$ cat config.mk
export PLATFORM = sky130hd
export DESIGN_NAME = lookback_payoff_accumulator_unit
export DESIGN_NICKNAME = d
export VERILOG_FILES = /design/src/hdl/lpa_pkg.sv /design/src/hdl/lpa_divider.sv /design/src/hdl/lookback_payoff_accumulator_unit.sv
export SDC_FILE = /design/constraint.sdc
export NUM_CORES = 2
export LEC_CHECK = 0
export BUFFER_PORTS_ARGS = -buffer_cell sky130_fd_sc_hd__buf_2
export CORE_MARGIN = 3
export CORE_UTILIZATION = 40
export CTS_BUF_LIST = sky130_fd_sc_hd__clkbuf_4
export DETAILED_ROUTE_END_ITERATION = 7
export PLACE_DENSITY = 0.61
export SLEW_MARGIN = 10
export SYNTH_ARGS = -nofsm -noshare
export SYNTH_HDL_FRONTEND = slang
export SYNTH_SLANG_ARGS = --single-unit
export TNS_END_PERCENT = 20
$ cat constraint.sdc
create_clock -name clk -period 8.7 [get_ports clk]
set_input_delay 0.87 -clock clk [delete_from_list [all_inputs] [get_ports clk]]
set_output_delay 0.87 -clock clk [all_outputs]
set_load 0.01 [all_outputs]
$ cat src/hdl/lpa_pkg.sv
// ----------------------------------------------------------------------------
// lpa_pkg
// Shared types and constants for the lookback payoff accumulator.
// ----------------------------------------------------------------------------
package lpa_pkg;

	localparam int PRICE_BITS_DEF = 32;
	localparam int SUM_BITS_DEF   = 64;
	localparam int COUNT_BITS_DEF = 32;

	localparam int FIELD_BITS   = 32;
	localparam int DISC_BITS    = 16;
	localparam int CFG_IDX_BITS = 2;

	localparam logic [CFG_IDX_BITS-1:0] CFG_STRIKE_STYLE    = 2'd0;
	localparam logic [CFG_IDX_BITS-1:0] CFG_CALL_OR_PUT     = 2'd1;
	localparam logic [CFG_IDX_BITS-1:0] CFG_STRIKE_PRICE    = 2'd2;
	localparam logic [CFG_IDX_BITS-1:0] CFG_DISCOUNT_FACTOR = 2'd3;

	localparam logic [DISC_BITS-1:0] DISC_RESET = 16'h8000;

	typedef struct packed {
		logic [FIELD_BITS-1:0] price_sample;
		logic                  last_in_path;
		logic                  last_in_batch;
	} in_item_t;

	typedef struct packed {
		logic [FIELD_BITS-1:0] discounted_price;
		logic [FIELD_BITS-1:0] paths_counted;
		logic                  sum_saturated;
	} out_item_t;

	typedef enum logic [2:0] {
		ST_IDLE,
		ST_UPDATE,
		ST_PAYOFF,
		ST_ACCUM,
		ST_START,
		ST_DIVIDE,
		ST_SCALE,
		ST_DELIVER
	} lpa_state_t;

endpackage

$ cat src/hdl/lpa_divider.sv
// ----------------------------------------------------------------------------
// lpa_divider
// Restoring radix-2 divider, one quotient bit per cycle through one
// shared subtractor. done pulses for one cycle when quotient is valid.
// ----------------------------------------------------------------------------
module lpa_divider #(
	parameter int SUM_BITS   = lpa_pkg::SUM_BITS_DEF,
	parameter int COUNT_BITS = lpa_pkg::COUNT_BITS_DEF
) (
	input  logic                  clk,
	input  logic                  arst_n,
	input  logic                  start,
	input  logic [SUM_BITS-1:0]   dividend,
	input  logic [COUNT_BITS-1:0] divisor,
	output logic                  done,
	output logic [SUM_BITS-1:0]   quotient
);
	localparam int STEP_BITS = (SUM_BITS > 1) ? $clog2(SUM_BITS) : 1;

	logic                  busy_q;
	logic                  done_q;
	logic [STEP_BITS-1:0]  step_q;
	logic [COUNT_BITS:0]   rem_q;
	logic [SUM_BITS-1:0]   quot_q;
	logic [COUNT_BITS-1:0] dsr_q;

	logic [COUNT_BITS:0]   rem_sh;
	logic [COUNT_BITS:0]   rem_diff;
	logic                  fits;

	always_comb begin
		rem_sh   = {rem_q[COUNT_BITS-1:0], quot_q[SUM_BITS-1]};
		rem_diff = rem_sh - {1'b0, dsr_q};
		fits     = rem_sh >= {1'b0, dsr_q};
	end

	always_ff @(posedge clk or negedge arst_n) begin
		if (!arst_n) begin
			busy_q <= 1'b0;
			done_q <= 1'b0;
			step_q <= '0;
		end else begin
			done_q <= 1'b0;
			if (start) begin
				busy_q <= 1'b1;
				step_q <= STEP_BITS'(SUM_BITS - 1);
			end else if (busy_q) begin
				step_q <= step_q - 1'b1;
				if (step_q == '0) begin
					busy_q <= 1'b0;
					done_q <= 1'b1;
				end
			end
		end
	end

	always_ff @(posedge clk) begin
		if (start) begin
			rem_q  <= '0;
			quot_q <= dividend;
			dsr_q  <= divisor;
		end else if (busy_q) begin
			rem_q  <= fits ? rem_diff : rem_sh;
			quot_q <= {quot_q[SUM_BITS-2:0], fits};
		end
	end

	assign done     = done_q;
	assign quotient = quot_q;

endmodule

$ cat src/hdl/lookback_payoff_accumulator_unit.sv
// ----------------------------------------------------------------------------
// lookback_payoff_accumulator_unit
// Tracks path extremes, accumulates lookback payoffs with saturation and
// emits the discounted mean payoff at each batch end.
// ----------------------------------------------------------------------------
//  channel | signals                          | moves
//  in      | in_valid, in_stall, in_item      | one price sample request
//  out     | out_valid, out_stall, out_item   | one batch result
//  cfg     | cfg_we, cfg_index, cfg_data      | register write, no wait
//
//  Plain sample: IDLE, UPDATE. Path end adds PAYOFF, ACCUM. Batch end adds
//  START, DIVIDE (bit-serial, one quotient bit per cycle), SCALE, DELIVER.
//  in_stall is high whenever the sequencer is not idle.
//  Results sit in an output register; a stalled result holds the sequencer
//  only when the next one is ready to be loaded.
//  Reset returns registers and path/batch state to their initial values.
// ----------------------------------------------------------------------------
module lookback_payoff_accumulator_unit #(
	parameter int PRICE_BITS = lpa_pkg::PRICE_BITS_DEF,
	parameter int SUM_BITS   = lpa_pkg::SUM_BITS_DEF,
	parameter int COUNT_BITS = lpa_pkg::COUNT_BITS_DEF
) (
	input  logic                                clk,
	input  logic                                arst_n,
	input  logic                                in_valid,
	output logic                                in_stall,
	input  lpa_pkg::in_item_t                   in_item,
	output logic                                out_valid,
	input  logic                                out_stall,
	output lpa_pkg::out_item_t                  out_item,
	input  logic                                cfg_we,
	input  logic [lpa_pkg::CFG_IDX_BITS-1:0]    cfg_index,
	input  logic [lpa_pkg::FIELD_BITS-1:0]      cfg_data
);
	import lpa_pkg::*;

	// samples are 32 bits wide, so wider price masks have no effect
	localparam int PW = (PRICE_BITS < FIELD_BITS) ? PRICE_BITS : FIELD_BITS;
	localparam int PROD_BITS = SUM_BITS + DISC_BITS;

	lpa_state_t state_q, state_d;

	logic                  strike_style_q;
	logic                  call_or_put_q;
	logic [PW-1:0]         strike_q;
	logic [DISC_BITS-1:0]  disc_q;

	logic [PW-1:0]         sample_q;
	logic                  end_path_q;
	logic                  end_batch_q;
	logic [PW-1:0]         min_q;
	logic [PW-1:0]         max_q;
	logic [PW-1:0]         payoff_q;
	logic [SUM_BITS-1:0]   sum_q;
	logic [COUNT_BITS-1:0] count_q;
	logic                  sat_q;
	logic [PROD_BITS-1:0]  prod_q;

	logic                  out_valid_q;
	out_item_t             out_q;

	logic                  in_take;
	logic                  out_free;
	logic                  out_load;
	logic                  div_start;
	logic                  div_done;
	logic [SUM_BITS-1:0]   div_quot;

	logic [PW-1:0]         payoff_d;
	logic [SUM_BITS:0]     sum_ext;
	logic [SUM_BITS:0]     scaled;
	logic [FIELD_BITS-1:0] result;

	lpa_divider #(
		.SUM_BITS  (SUM_BITS),
		.COUNT_BITS(COUNT_BITS)
	) u_div (
		.clk     (clk),
		.arst_n  (arst_n),
		.start   (div_start),
		.dividend(sum_q),
		.divisor (count_q),
		.done    (div_done),
		.quotient(div_quot)
	);

	assign out_free = !out_valid_q || !out_stall;
	assign in_take  = in_valid && !in_stall;

	// next state
	always_comb begin
		state_d = state_q;
		case (state_q)
			ST_IDLE:    if (in_valid) state_d = ST_UPDATE;
			ST_UPDATE:  state_d = (end_path_q || end_batch_q) ? ST_PAYOFF : ST_IDLE;
			ST_PAYOFF:  state_d = ST_ACCUM;
			ST_ACCUM:   state_d = end_batch_q ? ST_START : ST_IDLE;
			ST_START:   state_d = ST_DIVIDE;
			ST_DIVIDE:  if (div_done) state_d = ST_SCALE;
			ST_SCALE:   state_d = ST_DELIVER;
			ST_DELIVER: if (out_free) state_d = ST_IDLE;
			default:    state_d = ST_IDLE;
		endcase
	end

	// sequencer outputs
	always_comb begin
		in_stall  = 1'b1;
		div_start = 1'b0;
		out_load  = 1'b0;
		case (state_q)
			ST_IDLE:    in_stall  = 1'b0;
			// divider loads sum and count after the last path is added
			ST_START:   div_start = 1'b1;
			ST_DELIVER: out_load  = out_free;
			default:    ;
		endcase
	end

	// payoff from the updated extremes
	always_comb begin
		payoff_d = '0;
		case ({strike_style_q, call_or_put_q})
			2'b00:   if (sample_q > min_q)  payoff_d = sample_q - min_q;
			2'b01:   if (max_q > sample_q)  payoff_d = max_q - sample_q;
			2'b10:   if (max_q > strike_q)  payoff_d = max_q - strike_q;
			2'b11:   if (strike_q > min_q)  payoff_d = strike_q - min_q;
			default: payoff_d = '0;
		endcase
	end

	always_comb begin
		sum_ext = {1'b0, sum_q} + (SUM_BITS + 1)'(payoff_q);
		scaled  = prod_q[PROD_BITS-1:DISC_BITS-1];
		result  = (|scaled[SUM_BITS:FIELD_BITS]) ? '1 : scaled[FIELD_BITS-1:0];
	end

	always_ff @(posedge clk or negedge arst_n) begin
		if (!arst_n) begin
			state_q        <= ST_IDLE;
			strike_style_q <= 1'b0;
			call_or_put_q  <= 1'b0;
			strike_q       <= '0;
			disc_q         <= DISC_RESET;
			end_path_q     <= 1'b0;
			end_batch_q    <= 1'b0;
			min_q          <= '1;
			max_q          <= '0;
			sum_q          <= '0;
			count_q        <= '0;
			sat_q          <= 1'b0;
			out_valid_q    <= 1'b0;
		end else begin
			state_q <= state_d;

			if (cfg_we) begin
				case (cfg_index)
					CFG_STRIKE_STYLE:    strike_style_q <= cfg_data[0];
					CFG_CALL_OR_PUT:     call_or_put_q  <= cfg_data[0];
					CFG_STRIKE_PRICE:    strike_q       <= cfg_data[PW-1:0];
					CFG_DISCOUNT_FACTOR: disc_q         <= cfg_data[DISC_BITS-1:0];
					default:             ;
				endcase
			end

			if (in_take) begin
				end_path_q  <= in_item.last_in_path;
				end_batch_q <= in_item.last_in_batch;
			end

			case (state_q)
				ST_UPDATE: begin
					if (sample_q < min_q) min_q <= sample_q;
					if (sample_q > max_q) max_q <= sample_q;
				end
				ST_ACCUM: begin
					if (sum_ext[SUM_BITS]) begin
						sum_q <= '1;
						sat_q <= 1'b1;
					end else begin
						sum_q <= sum_ext[SUM_BITS-1:0];
					end
					if (&count_q) begin
						sat_q <= 1'b1;
					end else begin
						count_q <= count_q + 1'b1;
					end
					min_q <= '1;
					max_q <= '0;
				end
				ST_DELIVER: begin
					if (out_free) begin
						sum_q   <= '0;
						count_q <= '0;
						sat_q   <= 1'b0;
					end
				end
				default: ;
			endcase

			if (out_load) begin
				out_valid_q <= 1'b1;
			end else if (!out_stall) begin
				out_valid_q <= 1'b0;
			end
		end
	end

	always_ff @(posedge clk) begin
		if (in_take) begin
			sample_q <= in_item.price_sample[PW-1:0];
		end
		if (state_q == ST_PAYOFF) begin
			payoff_q <= payoff_d;
		end
		if (state_q == ST_SCALE) begin
			prod_q <= PROD_BITS'(div_quot) * PROD_BITS'(disc_q);
		end
		if (out_load) begin
			out_q.discounted_price <= result;
			out_q.paths_counted    <= FIELD_BITS'(count_q);
			out_q.sum_saturated    <= sat_q;
		end
	end

	assign out_valid = out_valid_q;
	assign out_item  = out_q;

endmodule
After elaboration in Yosys (flattened, before gate mapping)
Cells that the tools add are included.
{"block": "classes", "n_addsub": 8, "n_lt_le_gt_ge": 7, "n_shift": 0, "bitwise_logic": 0, "eq_ne": 21, "div_mod_pow": 0, "mul": 1, "n_mux": 41, "reduce_logical": 24}
{"cell": "$mux 32", "n": 9}
{"cell": "$mux 64", "n": 4}
{"cell": "$pmux 32 s2", "n": 3}
{"cell": "$gt 32x32->1", "n": 5}
{"cell": "$sub 32x32->32", "n": 5}
{"cell": "$pmux 32 s4", "n": 1}
{"cell": "$pmux 64 s2", "n": 1}
{"cell": "$mul 64x16->80", "n": 1}
{"cell": "$add 64x32->65", "n": 1}
{"cell": "$ge 33x32->1", "n": 1}
{"cell": "$reduce_or 33->1", "n": 1}
{"cell": "$add 32x1->32 const B", "n": 1}
{"cell": "$lt 32x32->1", "n": 1}
{"cell": "$reduce_and 32->1", "n": 1}
{"cell": "$pmux 3 s8", "n": 1}
{"cell": "$mux 1", "n": 14}
{"cell": "$reduce_and 2->1", "n": 7}
{"cell": "$eq 3x3->1 const B", "n": 4}
{"cell": "$mux 3", "n": 4}
{"cell": "$mux 6", "n": 2}
{"cell": "$ne 2x2->1 const B", "n": 5}
{"cell": "$reduce_and 3->1", "n": 3}
{"cell": "$eq 2x2->1 const B", "n": 4}
{"cell": "$eq 3x2->1 const B", "n": 2}
{"cell": "14 further kinds", "n": 21}
{"block": "word_totals", "mem_count": 0, "output_inout_bits": 67, "wordCells": 127, "reg_bits": 562, "romBits": 0, "latchBits": 0, "mem_bits_rw": 0, "inputBits": 73}

Longest topological paths before layout
{"block": "logic_depth", "depth_word": 4, "depth_mapped": 28}

Modules after synthesis
From an unflattened synthesis, not the netlist that was laid out.
{"block": "unflattened", "cells_unflattened": 6889, "hier_area_um2": 63587.2}
{"module": "lookback_payoff_accumulator_unit", "n_inst": 1, "cells_each": 6201, "seq_area_each_um2": 11297.1, "area_each_um2": 56048.8}
{"module": "lpa_divider", "n_inst": 1, "cells_each": 688, "seq_area_each_um2": 3723.6, "area_each_um2": 7538.5}

Worst setup path after synthesis
No wires, ideal clock.
{"block": "synth_path", "path_type": "flip-flop to flip-flop", "from": "register disc_q[7]", "to": "register prod_q[67], data pin", "path_slack_ns": 1.882, "setup_time_ns": 0.262, "arrival_time_ns": 6.556, "synth_period_minus_slack_ns": 6.818, "stages_incl_launch_ff": 25, "required_ns": 8.438, "path_cell_list": "dfrtp_1 > clkbuf_1 > clkbuf_1 > nand2_1 > fa_1 > inv_1 > fa_1 > inv_1 > fa_1 > inv_1 > fa_1 > fa_1 > fa_1 > ha_1 > a21oi_1 > o21ai_0 > nor4_2 > nor4b_1 > o31ai_2 > o221ai_2 > and3_1 > or3_1 > a31oi_2 > o21ai_1 > xor2_1"}
{"block": "synth_between", "elab_chain_len": 1}
{"item": "start: declaration", "line_no": "lookback_payoff_accumulator_unit.sv:46", "text": "logic [DISC_BITS-1:0] disc_q;"}
{"item": "start signal: assignment", "line_no": "lookback_payoff_accumulator_unit.sv:161", "text": "CFG_DISCOUNT_FACTOR: disc_q <= cfg_data[DISC_BITS-1:0];"}
{"item": "$mul 64x16->80", "line_no": "lookback_payoff_accumulator_unit.sv:217", "text": "prod_q <= PROD_BITS'(div_quot) * PROD_BITS'(disc_q);"}
{"item": "end signal: assignment", "line_no": "lookback_payoff_accumulator_unit.sv:217"}
{"item": "end: declaration", "line_no": "lookback_payoff_accumulator_unit.sv:57", "text": "logic [PROD_BITS-1:0] prod_q;"}
No other way between the ends.
A chain may end at the register's enable or synchronous reset.

Worst setup path after layout
{"block": "layout_path", "from": "register disc_q[10]", "to": "register prod_q[75], data pin"}
Same word-level chain as after synthesis.

==> results.yml <==
status:
  status: "complete, no violations"
die:
  fp.dieW_um: 401
  dieHeight_um: 401
  die_area_mm2: 0.161
  num_rows: 144
  start_util: 0.404
  coreArea_mm2: 0.154
  ios: 140
timing:
  worst_pin_slew_ns: 1.12
  final_max_slew_viol_count: 0
  hold_viol_final: 0
  whs_ns: 0.129
  skew_ns: 0.0917
  slew_headroom: 0.249
  rsz0062_at_grt: "no"
  fin_setup_tns_ns: 0
  fin_crit_sh: 0.932
  fmax_ghz: 0.123
  period_needed_ns: 8.11
  setup-violations-final: 0
global_route:
  gr-total-overflow: 0
  grt_pass1_vias: 50367
  grt_max_degree: 103
  grt_first_pass_wirelength_um: 287000
  antenna_found_initial: 10
  track_usage: 0.228
worst_setup_path:
  cp.arrival_ns: 8.99
  crit_fanout: 35
  endpoint_kind: "flop"
  crit_type: "flop to flop"
  start_kind: "flop"
  worstPathRequired_ns: 9.58
logic_synthesis:
  synth_seq_cells: 547
  synth_edf_count: 290
  synth.distinct_cells: 93
  synthCells: 6790
  synth_area_mm2: 0.0623
  synth_warnings: 0
  synth_top_area_share: 0.280
  yosysSeqAreaShare: 0.241
  syn-mean-instance-area_um2: 9.18
  yosysTopAreaCell: "fa_1"
  synth_fp_nets: 8078
  yosysMostFrequentCell: "nand2_1"
  synthTopCellsByArea: "fa_1 (28%), edfxtp_1 (14%), dfrtp_1 (7.7%), nand2_1 (7.0%), ha_1 (6.9%)"
  synthArstFlopShare: 0.411
  synth_flop_cell: "edfxtp_1"
  synthTopCellsByCount: "nand2_1 (1156), inv_1 (1090), fa_1 (871), and2_1 (371), ha_1 (344)"
cells_and_area:
  fill_cells: 14967
  layout-drive-gt1-share: 0.0914
  syn_to_final_growth_pct: 9.26
  nNetsFinal: 8226
  multi_input_area_mm2: 0.0420
  seq_area_mm2: 0.0150
clock_tree:
  cts_tree: "yes"
  htreeDepth: 4
  ctsLongestPathBuffers: 3
  cts_made_buffers: 153
  cts_resized: 0
  clock_latency_ns: 1.18
  path_clk_slew_ns: 0.06
  cts_root_buffer: "clkbuf_4"
  clock_sinks: 547
detailed_routing:
  wire_per_inst_um: 19.9
  drc_errors: 0
  drt-total-wl_um: 182000
  postRouteAntennaNets: 0
  drt-vias-per-instance: 5.31
  drtPass1Iterations: 8
  num_vias: 48431
  drtIter0Drc: 3852
placed_design:
  hpwl_um: 140000
  gp_congestion: 0.937
  io_buffers: 139
flow_run:
  drv_cap: 0
worst_hold_path:
  hold_class: "input pin to flop"
placed cells by master (no fill, tap or decap), drive strengths merged, types with 13 or more instances in the layout:
cell type	count
inv	1100
and2	372
a21o	150
o21ai	246
nor2b	34
or3	13
dfstp	33
dlygate4sd3	67
buf	251
o31ai	22
mux2	53
and3	44
nand2	1156
a222oi	19
a31oi	52
diode	15
nor2	213
clkbuf	213
clkinv	61
a311oi	13
nand3	88
xnor2	145
o21bai	35
o21a	27
and4	21
dfrtp	192
o211ai	54
edfxtp	290
nand2b	64
nor4	24
fa	871
nand4	77
nor3	54
dfxtp	32
ha	344
xor2	124
a21oi	342
a211oi	22
kinds of logic (layout without fill, tap and decap cells):
family / count (synthesis) / count (layout) / share of synthesized area
xor+xnor: 269 / 269 / 0.0378
other cells: 0 / 15 / 0
buf+inv: 1419 / 1695 / 0.0859
compound gates: 1081 / 1081 / 0.110
flops: 547 / 547 / 0.241
simple gates: 2194 / 2194 / 0.165
fa+ha+maj: 1215 / 1215 / 0.349
mux: 65 / 65 / 0.0115
path summary, 6_finish.rpt:
path	slack, ns	to	from	cells after the start
max	0.59	prod_q[75]	disc_q[10]	23
max reg2reg	0.59	prod_q[75]	disc_q[10]	23
min in group asynchronous	0.30	count_q[14]	arst_n	2
max in group asynchronous	6.86	sum_q[24]	arst_n	3
min	0.13	call_or_put_q	cfg_index[0]	3
min reg2reg	0.39	out_item[0]	sat_q	0
cell type report:
type                       instances  area share
tap                             2044      0.0376
timing repair buffer             318      0.0333
multi-input combinational       4824       0.617
clock inverter                    70     0.00709
sequential                       547       0.221
clock buffer                     213      0.0235
antenna                           15    0.000551
inverter                        1094      0.0604
state kept, by name, indices dropped and copies added, names as in the netlist:
register,cells
sat_q,1
u_div.dsr_q,32
out_valid,1
disc_q,16
u_div.quotient,64
strike_q,32
u_div.rem_q,32
out_item,65
end_path_q,1
prod_q,65
sample_q,32
state_q,3
strike_style_q,1
call_or_put_q,1
count_q,32
end_batch_q,1
sum_q,64
u_div.busy_q,1
max_q,32
payoff_q,32
u_div.step_q,6
min_q,32
u_div.done,1
worst max-delay path: stages, from the launching register on:
cell	delay, ns
dfrtp_2	0.69
buf_4	0.53
nand2_1	0.16
fa_1	0.58
inv_1	0.06
fa_1	0.45
fa_1	0.57
fa_1	0.45
fa_1	0.49
inv_1	0.05
fa_1	0.52
inv_1	0.06
ha_1	0.45
nand4_1	0.27
nor3_1	0.55
nand3_1	0.15
o21ai_0	0.20
a21oi_1	0.17
o221ai_1	0.30
o21ai_1	0.20
o21ai_1	0.38
a21o_1	0.26
a21oi_1	0.11
xnor2_1	0.14
through the flow:
stage                     cells  area, µm²  setup slack, ns  utilization
after floorplan            6790      62300             1.88            -
after global placement     8760      65300            0.671        0.423
after detailed placement   8760      65300            0.609        0.423
after CTS                  9110      68100            0.563        0.441
after global routing       9121      68100            0.182        0.441
final                      9125      68100            0.594        0.441
timing repair:
item,CTS,global route
setup buffers,0,0
hold buffers,67,0
hold endpoints to repair,174,0
routing by layer:
| metal | GRT usage | up-vias | routed length, µm | part of all wire |
|---|---|---|---|---|
| li1 | - | 22234 | - | - |
| met1 | 0.312 | 24140 | 78900 | 0.43 |
| met2 | 0.364 | 1734 | 83700 | 0.46 |
| met3 | 0.0470 | 316 | 14400 | 0.079 |
| met4 | 0.0683 | 7 | 4730 | 0.026 |
| met5 | 0 | - | 69 | 0.00038 |
Power is left out: the tool's default activity adds up to more than one toggle a clock period on the data nets, which glitch-free logic cannot reach.
